File: config.mk
export PLATFORM = sky130hd
export DESIGN_NAME = ring_pool_allocator_with_event_queue
export DESIGN_NICKNAME = d
export VERILOG_FILES = /design/src/rtl/core/rpa_pkg.sv /design/src/rtl/core/ring_pool_allocator_with_event_queue.sv /design/src/rtl/core/rpa_mod_unit.sv /design/src/rtl/core/rpa_datapath.sv /design/src/rtl/core/rpa_ctrl.sv
export SDC_FILE = /design/constraint.sdc
export NUM_CORES = 2
export LEC_CHECK = 0
export BUFFER_PORTS_ARGS = -buffer_cell sky130_fd_sc_hd__buf_2
export CORE_UTILIZATION = 35
export CTS_CLUSTER_DIAMETER = 30
export DETAILED_ROUTE_END_ITERATION = 6
export PLACE_DENSITY = 0.45
export RECOVER_POWER = 50
export SLEW_MARGIN = 20
export SYNTH_ARGS = -nofsm -noshare
export SYNTH_HDL_FRONTEND = slang
export SYNTH_SLANG_ARGS = --single-unit
File: constraint.sdc
create_clock -name clk -period 11.9 [get_ports clk]
set_clock_uncertainty 0.05 [all_clocks]
set_input_delay 0.595 -clock clk [delete_from_list [all_inputs] [get_ports clk]]
set_output_delay 0.595 -clock clk [all_outputs]
set_load 0.02 [all_outputs]
File: src/rtl/core/rpa_pkg.sv
// shared widths, request and status codes, and controller/datapath structs
// for the ring pool allocator; no dependencies
package rpa_pkg;

  localparam int REQ_W      = 2;
  localparam int SIZE_W     = 17;
  localparam int OFF_W      = 16;
  localparam int REC_W      = 17;
  localparam int STAT_W     = 3;
  localparam int CFG_IDX_W  = 2;
  localparam int CFG_DATA_W = 17;

  localparam int POOL_BYTES_DEF  = 65536;
  localparam int QUEUE_DEPTH_DEF = 64;

  localparam logic [REQ_W-1:0] REQ_ALLOC   = 2'd0;
  localparam logic [REQ_W-1:0] REQ_PUBLISH = 2'd1;
  localparam logic [REQ_W-1:0] REQ_TAKE    = 2'd2;
  localparam logic [REQ_W-1:0] REQ_RECYCLE = 2'd3;

  localparam logic [STAT_W-1:0] ST_OK          = 3'd0;
  localparam logic [STAT_W-1:0] ST_NO_SPACE    = 3'd1;
  localparam logic [STAT_W-1:0] ST_TOO_LARGE   = 3'd2;
  localparam logic [STAT_W-1:0] ST_QUEUE_EMPTY = 3'd3;
  localparam logic [STAT_W-1:0] ST_QUEUE_FULL  = 3'd4;

  localparam logic [CFG_IDX_W-1:0] CFG_POOL_SIZE = 2'd0;
  localparam logic [CFG_IDX_W-1:0] CFG_NOTIFY_EN = 2'd1;

  // controller to datapath
  typedef struct packed {
    logic exec;       // request accepted this cycle
    logic take_load;  // load dequeued descriptor into the output register
  } rpa_cmd_t;

  // datapath to controller
  typedef struct packed {
    logic take_hit;   // current take request finds a pending descriptor
    logic mod_busy;   // release position remainder still in progress
  } rpa_stat_t;

endpackage

File: src/rtl/core/ring_pool_allocator_with_event_queue.sv
// top level of the ring pool allocator with descriptor queue
// depends on rpa_pkg, rpa_ctrl, rpa_datapath (which holds rpa_mod_unit)

// Hands out contiguous regions of a circular byte pool and keeps a FIFO of
// pending region descriptors; every request returns exactly one result.
// Allocate, publish and any failed request write their result straight into
// the output register, so the next request can be taken in the following
// cycle while the result is still held, unless out_stall holds that result.
// A successful take passes the registered descriptor memory read at the queue
// head and then the output register. A recycle writes its result straight
// into the output register, but in_stall stays high while the sequencer
// waits for the bit-serial remainder unit, which wraps the release position
// modulo the pool size (one quotient bit per cycle over the 18-bit sum); the
// sequencer returns to idle once it sees the unit no longer busy, and
// cfg_ready is low during that wait as well. Allocation never waits for space:
// a request that does not fit returns no_space and leaves all state alone, one
// larger than the pool returns too_large. Writing pool_size restarts the pool
// and empties the queue. Descriptor memory is not cleared at reset.
module ring_pool_allocator_with_event_queue #(
  parameter int POOL_BYTES  = rpa_pkg::POOL_BYTES_DEF,
  parameter int QUEUE_DEPTH = rpa_pkg::QUEUE_DEPTH_DEF
) (
  input  logic                           clk,
  input  logic                           rst_n,
  // request channel
  input  logic                           in_valid,
  output logic                           in_stall,
  input  logic [rpa_pkg::REQ_W-1:0]      in_req_type,
  input  logic [rpa_pkg::SIZE_W-1:0]     in_size,
  input  logic [rpa_pkg::OFF_W-1:0]      in_item_offset,
  input  logic [rpa_pkg::REC_W-1:0]      in_recycle_len,
  // result channel
  output logic                           out_valid,
  input  logic                           out_stall,
  output logic [rpa_pkg::STAT_W-1:0]     out_status,
  output logic [rpa_pkg::OFF_W-1:0]      out_region_offset,
  output logic [rpa_pkg::SIZE_W-1:0]     out_region_len,
  output logic [rpa_pkg::REC_W-1:0]      out_region_recycle,
  output logic                           out_arrival_notice,
  output logic [rpa_pkg::SIZE_W-1:0]     out_free_bytes,
  // config write channel
  input  logic                           cfg_valid,
  output logic                           cfg_ready,
  input  logic [rpa_pkg::CFG_IDX_W-1:0]  cfg_index,
  input  logic [rpa_pkg::CFG_DATA_W-1:0] cfg_data
);
  import rpa_pkg::*;

  rpa_cmd_t  dp_cmd;
  rpa_stat_t dp_stat;

  // sequencer: owns both handshakes and the output valid bit
  rpa_ctrl u_ctrl (
    .clk         (clk),
    .rst_n       (rst_n),
    .in_valid    (in_valid),
    .in_req_type (in_req_type),
    .in_stall    (in_stall),
    .out_valid   (out_valid),
    .out_stall   (out_stall),
    .cfg_ready   (cfg_ready),
    .stat        (dp_stat),
    .cmd         (dp_cmd)
  );

  // pool and queue state, arithmetic, descriptor memory, output payload
  rpa_datapath #(
    .POOL_BYTES  (POOL_BYTES),
    .QUEUE_DEPTH (QUEUE_DEPTH)
  ) u_dp (
    .clk                (clk),
    .rst_n              (rst_n),
    .cmd                (dp_cmd),
    .stat               (dp_stat),
    .in_req_type        (in_req_type),
    .in_size            (in_size),
    .in_item_offset     (in_item_offset),
    .in_recycle_len     (in_recycle_len),
    .cfg_we             (cfg_valid && cfg_ready),
    .cfg_index          (cfg_index),
    .cfg_data           (cfg_data),
    .out_status         (out_status),
    .out_region_offset  (out_region_offset),
    .out_region_len     (out_region_len),
    .out_region_recycle (out_region_recycle),
    .out_arrival_notice (out_arrival_notice),
    .out_free_bytes     (out_free_bytes)
  );

  // a take that finds a descriptor shows no result in the next cycle
  a_take_gap: assert property (@(posedge clk) disable iff (!rst_n)
    (in_valid && !in_stall && (in_req_type == REQ_TAKE) && dp_stat.take_hit)
      |=> (!out_valid && in_stall))
    else $error("take result appeared before descriptor read");

  // free count never exceeds the largest pool
  a_free_bound: assert property (@(posedge clk) disable iff (!rst_n)
    out_valid |-> (out_free_bytes <= SIZE_W'(POOL_BYTES)))
    else $error("free byte count above pool size");

  // failed requests carry no region
  a_err_zero: assert property (@(posedge clk) disable iff (!rst_n)
    (out_valid && (out_status != ST_OK))
      |-> ((out_region_offset == '0) && (out_region_len == '0)
           && (out_region_recycle == '0) && !out_arrival_notice))
    else $error("error result with region fields set");

  // config is closed only during the recycle wrap, and then no request enters
  a_cfg_hold: assert property (@(posedge clk) disable iff (!rst_n)
    !cfg_ready |-> in_stall)
    else $error("config closed while requests are open");

endmodule

File: src/rtl/core/rpa_mod_unit.sv
// bit-serial remainder unit: dividend mod divisor, one bit per cycle
// depends on rpa_pkg
module rpa_mod_unit (
  input  logic                       clk,
  input  logic                       rst_n,
  input  logic                       start,
  input  logic [rpa_pkg::SIZE_W:0]   dividend,
  input  logic [rpa_pkg::SIZE_W-1:0] divisor,
  output logic                       busy,
  output logic                       done,
  output logic [rpa_pkg::OFF_W-1:0]  rem
);
  import rpa_pkg::*;

  localparam int STEPS = SIZE_W + 1;
  localparam int CNT_W = $clog2(STEPS + 1);

  logic             busy_r;
  logic [CNT_W-1:0] cnt_r;
  logic [SIZE_W:0]  x_r;
  logic [SIZE_W-1:0] r_r;
  logic [SIZE_W-1:0] d_r;
  logic [SIZE_W:0]  shifted;
  logic [SIZE_W:0]  diff;
  logic [SIZE_W-1:0] r_nxt;

  always_comb begin
    shifted = {r_r, x_r[SIZE_W]};
    diff    = shifted - {1'b0, d_r};
    r_nxt   = (shifted >= {1'b0, d_r}) ? diff[SIZE_W-1:0] : shifted[SIZE_W-1:0];
  end

  always_ff @(posedge clk) begin
    if (!rst_n) begin
      busy_r <= 1'b0;
      cnt_r  <= '0;
    end else if (start) begin
      busy_r <= 1'b1;
      cnt_r  <= CNT_W'(STEPS);
    end else if (busy_r) begin
      cnt_r <= cnt_r - 1'b1;
      if (cnt_r == CNT_W'(1)) begin
        busy_r <= 1'b0;
      end
    end
  end

  always_ff @(posedge clk) begin
    if (start) begin
      x_r <= dividend;
      r_r <= '0;
      d_r <= divisor;
    end else if (busy_r) begin
      x_r <= {x_r[SIZE_W-1:0], 1'b0};
      r_r <= r_nxt;
    end
  end

  assign busy = busy_r;
  assign done = busy_r && (cnt_r == CNT_W'(1));
  // remainder stays below the pool size, so 16 bits hold it
  assign rem  = r_nxt[OFF_W-1:0];

endmodule

File: src/rtl/core/rpa_datapath.sv
// pool pointers, free count, descriptor queue memory, config registers and
// output register; depends on rpa_pkg and rpa_mod_unit
module rpa_datapath #(
  parameter int POOL_BYTES  = rpa_pkg::POOL_BYTES_DEF,
  parameter int QUEUE_DEPTH = rpa_pkg::QUEUE_DEPTH_DEF
) (
  input  logic                           clk,
  input  logic                           rst_n,
  input  rpa_pkg::rpa_cmd_t              cmd,
  output rpa_pkg::rpa_stat_t             stat,
  input  logic [rpa_pkg::REQ_W-1:0]      in_req_type,
  input  logic [rpa_pkg::SIZE_W-1:0]     in_size,
  input  logic [rpa_pkg::OFF_W-1:0]      in_item_offset,
  input  logic [rpa_pkg::REC_W-1:0]      in_recycle_len,
  input  logic                           cfg_we,
  input  logic [rpa_pkg::CFG_IDX_W-1:0]  cfg_index,
  input  logic [rpa_pkg::CFG_DATA_W-1:0] cfg_data,
  output logic [rpa_pkg::STAT_W-1:0]     out_status,
  output logic [rpa_pkg::OFF_W-1:0]      out_region_offset,
  output logic [rpa_pkg::SIZE_W-1:0]     out_region_len,
  output logic [rpa_pkg::REC_W-1:0]      out_region_recycle,
  output logic                           out_arrival_notice,
  output logic [rpa_pkg::SIZE_W-1:0]     out_free_bytes
);
  import rpa_pkg::*;

  localparam int QW    = (QUEUE_DEPTH > 1) ? $clog2(QUEUE_DEPTH) : 1;
  localparam int CW    = $clog2(QUEUE_DEPTH + 1);
  localparam int ENT_W = OFF_W + SIZE_W + REC_W;
  localparam logic [SIZE_W-1:0] POOL_MAX = SIZE_W'(POOL_BYTES);

  // pool state
  logic [SIZE_W-1:0] pool_r;
  logic              notify_r;
  logic [SIZE_W-1:0] alloc_r, alloc_nxt;
  logic [OFF_W-1:0]  release_r;
  logic [SIZE_W-1:0] free_r, free_nxt;
  logic [QW-1:0]     head_r, head_nxt;
  logic [QW-1:0]     tail_r, tail_nxt;
  logic [CW-1:0]     count_r, count_nxt;

  // descriptor memory
  logic [ENT_W-1:0]  mem [QUEUE_DEPTH];
  logic [ENT_W-1:0]  rd_r;
  logic              wr_en;

  // result of the current request
  logic [STAT_W-1:0] o_status;
  logic [OFF_W-1:0]  o_off;
  logic [SIZE_W-1:0] o_len;
  logic [REC_W-1:0]  o_rec;
  logic              o_notice;
  logic              take_hit;

  // allocation arithmetic
  logic [SIZE_W:0]   alloc_sum;
  logic              fits;
  logic [SIZE_W-1:0] skipped;
  logic [SIZE_W:0]   need;
  logic [SIZE_W:0]   free_sum;
  logic [SIZE_W-1:0] pool_eff;

  // remainder unit
  logic              mod_start;
  logic              mod_busy;
  logic              mod_done;
  logic [OFF_W-1:0]  mod_rem;
  logic [SIZE_W:0]   rel_sum;

  always_comb begin
    if (cfg_data == '0) begin
      pool_eff = SIZE_W'(1);
    end else if (cfg_data > POOL_MAX) begin
      pool_eff = POOL_MAX;
    end else begin
      pool_eff = cfg_data;
    end
  end

  always_comb begin
    alloc_sum = {1'b0, alloc_r} + {1'b0, in_size};
    fits      = alloc_sum <= {1'b0, pool_r};
    // alloc_r never passes the pool size
    skipped   = pool_r - alloc_r;
    need      = fits ? {1'b0, in_size} : ({1'b0, skipped} + {1'b0, in_size});
    free_sum  = {1'b0, free_r} + {1'b0, in_recycle_len};
    rel_sum   = {2'b00, release_r} + {1'b0, in_recycle_len};
  end

  always_comb begin
    alloc_nxt = alloc_r;
    free_nxt  = free_r;
    head_nxt  = head_r;
    tail_nxt  = tail_r;
    count_nxt = count_r;
    wr_en     = 1'b0;
    mod_start = 1'b0;
    o_status  = ST_OK;
    o_off     = '0;
    o_len     = '0;
    o_rec     = '0;
    o_notice  = 1'b0;
    take_hit  = (in_req_type == REQ_TAKE) && (count_r != '0);
    case (in_req_type)
      REQ_ALLOC: begin
        if (in_size > pool_r) begin
          o_status = ST_TOO_LARGE;
        end else if ({1'b0, free_r} < need) begin
          o_status = ST_NO_SPACE;
        end else begin
          o_off     = fits ? alloc_r[OFF_W-1:0] : '0;
          o_len     = in_size;
          o_rec     = need[REC_W-1:0];
          alloc_nxt = fits ? alloc_sum[SIZE_W-1:0] : in_size;
          free_nxt  = free_r - need[SIZE_W-1:0];
        end
      end
      REQ_PUBLISH: begin
        if (count_r == CW'(QUEUE_DEPTH)) begin
          o_status = ST_QUEUE_FULL;
        end else begin
          wr_en     = 1'b1;
          tail_nxt  = (tail_r == QW'(QUEUE_DEPTH - 1)) ? '0 : tail_r + 1'b1;
          count_nxt = count_r + 1'b1;
          o_notice  = (count_r == '0) && notify_r;
        end
      end
      REQ_TAKE: begin
        if (!take_hit) begin
          o_status = ST_QUEUE_EMPTY;
        end else begin
          head_nxt  = (head_r == QW'(QUEUE_DEPTH - 1)) ? '0 : head_r + 1'b1;
          count_nxt = count_r - 1'b1;
        end
      end
      REQ_RECYCLE: begin
        free_nxt  = (free_sum > {1'b0, pool_r}) ? pool_r : free_sum[SIZE_W-1:0];
        mod_start = 1'b1;
      end
      default: begin
      end
    endcase
  end

  rpa_mod_unit u_mod (
    .clk      (clk),
    .rst_n    (rst_n),
    .start    (cmd.exec && mod_start),
    .dividend (rel_sum),
    .divisor  (pool_r),
    .busy     (mod_busy),
    .done     (mod_done),
    .rem      (mod_rem)
  );

  always_ff @(posedge clk) begin
    if (!rst_n) begin
      pool_r    <= POOL_MAX;
      notify_r  <= 1'b0;
      alloc_r   <= '0;
      release_r <= '0;
      free_r    <= POOL_MAX;
      head_r    <= '0;
      tail_r    <= '0;
      count_r   <= '0;
    end else if (cfg_we) begin
      case (cfg_index)
        CFG_POOL_SIZE: begin
          // restart the pool
          pool_r    <= pool_eff;
          alloc_r   <= '0;
          release_r <= '0;
          free_r    <= pool_eff;
          head_r    <= '0;
          tail_r    <= '0;
          count_r   <= '0;
        end
        CFG_NOTIFY_EN: begin
          notify_r <= cfg_data[0];
        end
        default: begin
        end
      endcase
    end else begin
      if (cmd.exec) begin
        alloc_r <= alloc_nxt;
        free_r  <= free_nxt;
        head_r  <= head_nxt;
        tail_r  <= tail_nxt;
        count_r <= count_nxt;
      end
      if (mod_done) begin
        release_r <= mod_rem;
      end
    end
  end

  // memory: one write port at tail, registered read at head
  always_ff @(posedge clk) begin
    if (cmd.exec && wr_en) begin
      mem[tail_r] <= {in_item_offset, in_size, in_recycle_len};
    end
    rd_r <= mem[head_r];
  end

  // output register
  always_ff @(posedge clk) begin
    if (cmd.take_load) begin
      out_status         <= ST_OK;
      out_region_offset  <= rd_r[ENT_W-1 -: OFF_W];
      out_region_len     <= rd_r[REC_W +: SIZE_W];
      out_region_recycle <= rd_r[REC_W-1:0];
      out_arrival_notice <= 1'b0;
      out_free_bytes     <= free_r;
    end else if (cmd.exec && !take_hit) begin
      out_status         <= o_status;
      out_region_offset  <= o_off;
      out_region_len     <= o_len;
      out_region_recycle <= o_rec;
      out_arrival_notice <= o_notice;
      out_free_bytes     <= free_nxt;
    end
  end

  assign stat.take_hit = take_hit;
  assign stat.mod_busy = mod_busy;

endmodule

File: src/rtl/core/rpa_ctrl.sv
// request sequencer: handshakes, output valid, take and recycle wait states
// depends on rpa_pkg
module rpa_ctrl (
  input  logic                      clk,
  input  logic                      rst_n,
  input  logic                      in_valid,
  input  logic [rpa_pkg::REQ_W-1:0] in_req_type,
  output logic                      in_stall,
  output logic                      out_valid,
  input  logic                      out_stall,
  output logic                      cfg_ready,
  input  rpa_pkg::rpa_stat_t        stat,
  output rpa_pkg::rpa_cmd_t         cmd
);
  import rpa_pkg::*;

  localparam logic [1:0] S_IDLE = 2'd0;
  localparam logic [1:0] S_TAKE = 2'd1;
  localparam logic [1:0] S_MODW = 2'd2;

  logic [1:0] state_r, state_nxt;
  logic       out_valid_r, out_valid_nxt;
  logic       accept;

  assign in_stall = (state_r != S_IDLE) || (out_valid_r && out_stall);
  assign accept   = in_valid && !in_stall;

  always_comb begin
    state_nxt = state_r;
    case (state_r)
      S_IDLE: begin
        if (accept) begin
          if (stat.take_hit) begin
            state_nxt = S_TAKE;
          end else if (in_req_type == REQ_RECYCLE) begin
            state_nxt = S_MODW;
          end
        end
      end
      S_TAKE: begin
        state_nxt = S_IDLE;
      end
      S_MODW: begin
        if (!stat.mod_busy) begin
          state_nxt = S_IDLE;
        end
      end
      default: begin
        state_nxt = S_IDLE;
      end
    endcase
  end

  always_comb begin
    out_valid_nxt = out_valid_r && out_stall;
    if ((accept && !stat.take_hit) || (state_r == S_TAKE)) begin
      out_valid_nxt = 1'b1;
    end
  end

  always_ff @(posedge clk) begin
    if (!rst_n) begin
      state_r     <= S_IDLE;
      out_valid_r <= 1'b0;
    end else begin
      state_r     <= state_nxt;
      out_valid_r <= out_valid_nxt;
    end
  end

  assign out_valid     = out_valid_r;
  assign cfg_ready     = (state_r != S_MODW);
  assign cmd.exec      = accept;
  assign cmd.take_load = (state_r == S_TAKE);

endmodule
== After elaboration in Yosys (flattened, before gate mapping) ==
Memory sizes are Yosys's and may differ from the RTL's. A register that Yosys moved wholly into a read port is not among the register bits.
Index checks and enable logic that the tools add are counted.
Widths: inputs -> output; s select.

* Register bits: 151
* RAM bits: 3200
* Input bits: 76
* Output and inout port bits: 74
* Logic and storage cells: 166
* Memories: 1

* $add $sub $neg: 10
* Magnitude comparators: 5
* Equality and inequality tests: 20
* Multiplexer cells: 75
* Bitwise gates (word level): 1
* Reduce and logical (&&, ||, !) cells: 36

{| class="wikitable"
|+ Memory list
! name !! depth !! width !! read ports !! clocked after Yosys merged registers in !! wr ports !! RTL line !! source
|-
| u_dp.mem || 64 || 50 || 1 || 1 || 1 || rpa_datapath.sv:43 || <nowiki>logic [ENT_W-1:0] mem [QUEUE_DEPTH];</nowiki>
|}

{| class="wikitable"
|+ Operators by type and width
! cell !! count
|-
| $mux 17 || 27
|-
| $mux 16 || 6
|-
| $mux 6 || 11
|-
| $add 17x17->18 || 3
|-
| $mux 7 || 5
|-
| $pmux 17 s2 || 1
|-
| $sub 17x17->17 || 2
|-
| $gt 18x17->1 || 1
|-
| $le 18x17->1 || 1
|-
| $lt 17x18->1 || 1
|-
| $mux 18 || 1
|-
| $gt 17x17->1 || 1
|-
| $gt 17x17->1 const B || 1
|-
| $logic_not 17->1 || 1
|-
| $reduce_bool 2->1 || 8
|-
| $pmux 7 s2 || 1
|-
| $add 6x1->6 const B || 2
|-
| $eq 6x6->1 const B || 2
|-
| $mux 1 || 12
|-
| $mux 2 || 5
|-
| $mux 5 || 2
|-
| $reduce_and 5->1 || 2
|-
| $pmux 3 s3 || 1
|-
| $logic_and 1x1->1 || 8
|-
| 24 further kinds || 42
|}

== Logic depth before layout (Yosys ltp) ==
* Depth after elaboration: 9
* Depth in mapped cells: 34
* Gate-level depth less buffers: 30

== Modules after synthesis ==
Synthesis repeated with hierarchy kept, for this count alone.

* Cells, all modules: 6721
* Area total of the unflattened synthesis: 139349.9 um^2

{| class="wikitable"
|+ Modules (own cells, without submodules)
! module !! times used !! cells each !! area each (um^2) !! seq. area each (um^2)
|-
| rpa_datapath || 1 || 6378 || 135829.0 || 100926.8
|-
| rpa_mod_unit || 1 || 323 || 3340.7 || 1511.4
|-
| rpa_ctrl || 1 || 19 || 173.9 || 60.1
|-
| ring_pool_allocator_with_event_queue || 1 || 1 || 6.3 || 0.0
|}

== Least setup slack after synthesis ==
Ideal clock, no wire load.

* Path type: input to register
* Start point: in in_size[0] in the netlist's numbering
* End point: reg u_dp.out_free_bytes[12] in the netlist's numbering, data pin
* Setup time: 0.256 ns
* Arrival: 6.482 ns
* Required time: 11.594 ns
* Setup slack: 5.112 ns
* Stages: 32
* Buffers on the path: 5
* Cells stage by stage: ha_1 -> inv_1 -> fa_1 -> nor2b_1 -> o21ai_0 -> a21o_1 -> a21oi_1 -> a211oi_1 -> a21oi_1 -> xor2_1 -> ha_1 -> and3_1 -> a211oi_1 -> a21oi_1 -> a221oi_1 -> o21a_1 -> buf_2 -> buf_2 -> buf_2 -> nor2_1 -> a21oi_1 -> ha_1 -> nand2_1 -> nand2_1 -> a2111oi_0 -> a21oi_1 -> o41ai_2 -> a211o_1 -> clkbuf_1 -> buf_2 -> o22ai_1 -> a22o_1

* Longest elaborated chain between the ends: 9
* Elaborated cells on any way between the ends: 12
* Those cells by class: 3 x add/sub; 3 x order compare; 6 x mux

{| class="wikitable"
|+ Ends and longest elaborated chain
! element !! RTL line !! source
|-
| from (decl) || ring_pool_allocator_with_event_queue.sv:29 || <nowiki>input logic [rpa_pkg::SIZE_W-1:0] in_size,</nowiki>
|-
| $add 17x17->18 || rpa_datapath.sv:81 || <nowiki>alloc_sum = {1'b0, alloc_r} + {1'b0, in_size};</nowiki>
|-
| $le 18x17->1 || rpa_datapath.sv:82 || <nowiki>fits = alloc_sum <= {1'b0, pool_r};</nowiki>
|-
| $mux 18 || rpa_datapath.sv:85 || <nowiki>need = fits ? {1'b0, in_size} : ({1'b0, skipped} + {1'b0, in_size});</nowiki>
|-
| $sub 17x17->17 / $lt 17x18->1 (equally long branches) || rpa_datapath.sv:115, rpa_datapath.sv:108 ||
|-
| $mux 17 || rpa_datapath.sv:108 || <nowiki>end else if ({1'b0, free_r} < need) begin</nowiki>
|-
| $mux 17 * || rpa_datapath.sv:106 || <nowiki>if (in_size > pool_r) begin</nowiki>
|-
| $pmux 17 s2 * || rpa_datapath.sv:104 || <nowiki>case (in_req_type)</nowiki>
|-
| $mux 17 * || rpa_datapath.sv:215 || <nowiki>end else if (cmd.exec && !take_hit) begin</nowiki>
|-
| $mux 17 * || rpa_datapath.sv:208 || <nowiki>if (cmd.take_load) begin</nowiki>
|-
| to (signal assigned) || rpa_datapath.sv:214 || <nowiki>out_free_bytes <= free_r;</nowiki>
|-
| to (signal assigned) || rpa_datapath.sv:221 || <nowiki>out_free_bytes <= free_nxt;</nowiki>
|-
| to (decl) || rpa_datapath.sv:23 || <nowiki>output logic [rpa_pkg::SIZE_W-1:0] out_free_bytes</nowiki>
|}

Mark *: on every way between the ends. The rest lies on a longest branch, timed or not. The select of a mux whose other input is x is not followed.
A chain may end at the register's enable or synchronous reset.

== Final worst setup path ==
* Start point: in in_size[8] in the netlist's numbering
* End point: reg u_dp.out_region_offset[13] in the netlist's numbering, data pin

* Longest elaborated chain between the ends: 9
* Elaborated cells on any way between the ends: 12
* Those cells by class: 2 x add/sub; 3 x order compare; 7 x mux

{| class="wikitable"
|+ Ends and longest elaborated chain
! element !! RTL line !! source
|-
| $add 17x17->18 || rpa_datapath.sv:81 ||
|-
| $le 18x17->1 || rpa_datapath.sv:82 ||
|-
| $mux 18 || rpa_datapath.sv:85 ||
|-
| $lt 17x18->1 || rpa_datapath.sv:108 ||
|-
| $mux 16 || rpa_datapath.sv:108 ||
|-
| $mux 16 * || rpa_datapath.sv:106 ||
|-
| $mux 16 * || rpa_datapath.sv:104 ||
|-
| $mux 16 * || rpa_datapath.sv:215 ||
|-
| $mux 16 * || rpa_datapath.sv:208 ||
|-
| to (signal assigned) || rpa_datapath.sv:210 || <nowiki>out_region_offset <= rd_r[ENT_W-1 -: OFF_W];</nowiki>
|-
| to (signal assigned) || rpa_datapath.sv:217 || <nowiki>out_region_offset <= o_off;</nowiki>
|-
| to (decl) || rpa_datapath.sv:19 || <nowiki>output logic [rpa_pkg::OFF_W-1:0] out_region_offset,</nowiki>
|}

Marks and branches as above.

==> metrics.yaml <==
outcome: "finished, violations left"
violations: "capacitance limit, slew limit"
cellPowerDensity_nw_per_um2: 210
seq_area_frac_synth_pct: 74.9
worstPathRequired_ps: 12750
drc: 0
worstSetupStartpoint: "in_size[8]"
fin_area_um2: 169000
dp_hpwl_um: 255000
die_area_um2: 387000
fillers: 32600
syn_area_per_cell_um2: 21.9
finalSetupViolCount: 0
routabilityCongestion: 0.891
drive_gt1_share_pct: 33.0
ioPinCount: 150
grt_pass1_wl_um: 629000
synth_area_um2: 135000
core_area_um2: 382000
grt_pass1_vias: 73900
yosysWarnings: 0
stdcell_count: 12700
start_util_pct: 35.2
antenna_left: 0
final_common_cell: "edfxtp_1"
reg2reg_to: "u_dp.out_region_offset[13]"
worstPathMaxFanout: 51
viasPerCell: 5.64
period_share_pct: 81.2
clkTransAtPathRegs_ps: 50
irDropWorstVdd_v: 0.000151
cts_setup_buffers: 0
pre_cts_slack_ps: 2860
syn-num-nets: 6381
grt_overflow_total: 0
p_leak_nw: 53.4
path_class: "input pin to flip-flop"
slowest_delay_ps: 1870
drtIter0Drc: 8609
fin_ws_ps: 2230
finalHoldViolCount: 0
dp_cells: 11300
path_buf_inv: 4
synth-async-reset-ratio_pct: 0
fin_nets: 7245
cp-end-kind: "flip-flop"
clock_latency_ps: 1050
layout_common_cells: "edfxtp_1, mux4_2, clkbuf_16"
synth_flop_cell: "edfxtp_1"
total_power_w: 0.0355
rsz0062_at_grt: "false"
clockBufferDepth: 4
endpoint: "u_dp.out_region_offset[13]"
antenna_found_initial: 49
synth_cell_types: 86
avgRoutedWirePerCell_um: 36.5
fmax_mhz: 103
grt_start_max_net_pins: 113
period_needed_ps: 9670
die_w_um: 622
syn_to_final_growth_pct: 25.3
crit_slowest_cell: "clkbuf_1"
hold_depth: 4
via_count: 71500
synthCells: 6150
portBuffers: 149
drv_cap: 57
die_h_um: 622
totalNegativeSetupSlack_ps: 0
r2r_slack_ps: 3360
reg2reg_depth: 29
cp.depth: 29
cts_root_buffer: "clkbuf_16"
cts_tree: "yes"
crit_path_start_kind: "input pin"
crit_family: "compound AO/OA/AOI/OAI gates"
grtUsageTotal_pct: 23.6
wl_um: 463000
place_area_um2: 143000
maxSlewHeadroom_pct: -149
holdCritPathClass: "input pin to flip-flop"
numCtsBuffers: 735
clock_sinks: 3401
row_count: 227
cp.arrival_ps: 10520
r2r_start: "u_dp.alloc_r[1]"
synth-seq-cells: 3401
drt_first_pass_iters: 5
finalMaxSlewViolations: 3248
worstMarginPinSlew_ps: 3730
synth_edf_count: 3267
ctsResizeCount: 0
cts.htree.levels: 6
[registers in the layout (all words and copies together) (netlist names)]
name / count
u_ctrl.out_valid: 1
u_ctrl.state_r: 2
u_dp.alloc_r: 17
u_dp.count_r: 7
u_dp.free_r: 17
u_dp.head_r: 6
u_dp.mem: 3200
u_dp.notify_r: 1
u_dp.out_arrival_notice: 1
u_dp.out_free_bytes: 17
u_dp.out_region_len: 17
u_dp.out_region_offset: 16
u_dp.out_region_recycle: 17
u_dp.out_status: 3
u_dp.pool_r: 17
u_dp.rd_r: 50
u_dp.tail_r: 6
u_dp.u_mod.busy: 1
u_dp.u_mod.cnt_r: 5
[power breakdown]
group | internal, W | switching [W] | total (W)
clock network | 0.0139 | 0.00676 | 0.0207
logic | 0.000520 | 0.000936 | 0.00146
registers | 0.0132 | 0.0000752 | 0.0133
total | 0.0277 | 0.00777 | 0.0355
[worst register-to-register path: cells and delay by family (launching register included)]
family / cells / cell delay [ps]
xor gates and xnor gates: 1 / 230
buffers and inverters: 3 / 690
and+or+nand+nor: 5 / 1820
DFF: 1 / 440
AOI/OAI and AO/OA: 15 / 3460
muxes: 1 / 310
adders and majority gates: 4 / 1410
[metal layers]
metal  global-route usage [%]  vias to the layer above  part of all wire (%)
met3                     4.11                      712                   7.1
met2                     38.0                     3082                    48
met5                        0                        -                 0.017
met4                     6.74                       12                   2.9
li1                         -                    28100                     -
met1                     33.1                    39600                    42
[worst min-delay path by stage]
stage                              end                     from  slack (ps)
6_report                u_dp.free_r[5]                cfg_valid         200
3_3_place_gp   u_dp.out_arrival_notice  u_dp.out_arrival_notice         400
2_1_floorplan            u_dp.notify_r            u_dp.notify_r         390
3_5_place_dp   u_dp.out_arrival_notice  u_dp.out_arrival_notice         400
4_1_cts               u_dp.mem[21][26]               in_size[9]          40
5_1_grt                 u_dp.free_r[5]                cfg_valid         190
[metrics by stage]
| stage | hold WS [ps] | util (%) |
|---|---|---|
| floorplan | 387 | - |
| global placement | 395 | 37.4 |
| detailed placement | 396 | 37.4 |
| CTS | 44.7 | 44.2 |
| global route | 187 | 44.1 |
| finish | 198 | 44.1 |
[synth_stat cells, drive strengths merged, types with 4 or more instances]
cell type     n  area [µm²]
inv          77         289
xnor2        47         412
nor4          9        56.3
a22o         24         210
a221oi        5        50.0
a22oi         5        37.5
a221o         4        40.0
nor2        173         652
a211oi       17         133
o31ai        20         155
or2           7        43.8
dfxtp       134        2680
o21a         13        97.6
or3          27         169
buf         103         422
o21ai       122         614
mux2         23         259
o31a          4        35.0
mux2i        42         420
a41oi         6        60.1
a211o         5        43.8
xor2         34         298
o211ai       10        80.1
o41ai         4        42.6
a31oi        15        93.8
clkbuf      193         724
mux4       1035       23300
fa            6         120
and3          6        37.5
nand2b       19         119
a21oi       152         761
nor3         22         115
edfxtp     3267       98100
a21o         27         203
and2          9        56.3
nand3        31         155
nor2b        25         164
o22ai         6        37.5
o21bai        8        63.8
ha          149        1860
nand4        20         125
nand2       204         766
[area by class of cell]
| cell class | count | area, µm² | area share, % |
|---|---|---|---|
| Antenna cell | 11 | 27.5 | 0.0163 |
| Clock buffer | 879 | 19300 | 11.4 |
| Clock inverter | 480 | 6260 | 3.71 |
| Inverter | 78 | 293 | 0.174 |
| Multi-Input combinational cell | 2375 | 32800 | 19.5 |
| Sequential cell | 3401 | 101000 | 59.8 |
| Tap cell | 5038 | 6300 | 3.74 |
| Timing Repair Buffer | 423 | 2780 | 1.65 |
[logic make-up (layout without fill, tap and decap cells)]
kind of cell,after synthesis,in the layout,synth area share (%)
AOI/OAI and AO/OA,472,472,2.24
xor gates and xnor gates,81,81,0.527
adders and majority gates,155,155,1.48
buffers and inverters,374,1860,1.07
DFF,3401,3401,74.9
muxes,1100,1100,17.8
other,0,11,0
and+or+nand+nor,567,567,1.92
[repair_timing]
item / 4_1_cts / 5_1_grt
hold buffers: 37 / 1
endpoints found under the hold margin: 86 / 14
endpoints found under the setup margin: 0 / 0
No activity file was read; power rests on OpenSTA's default activity.
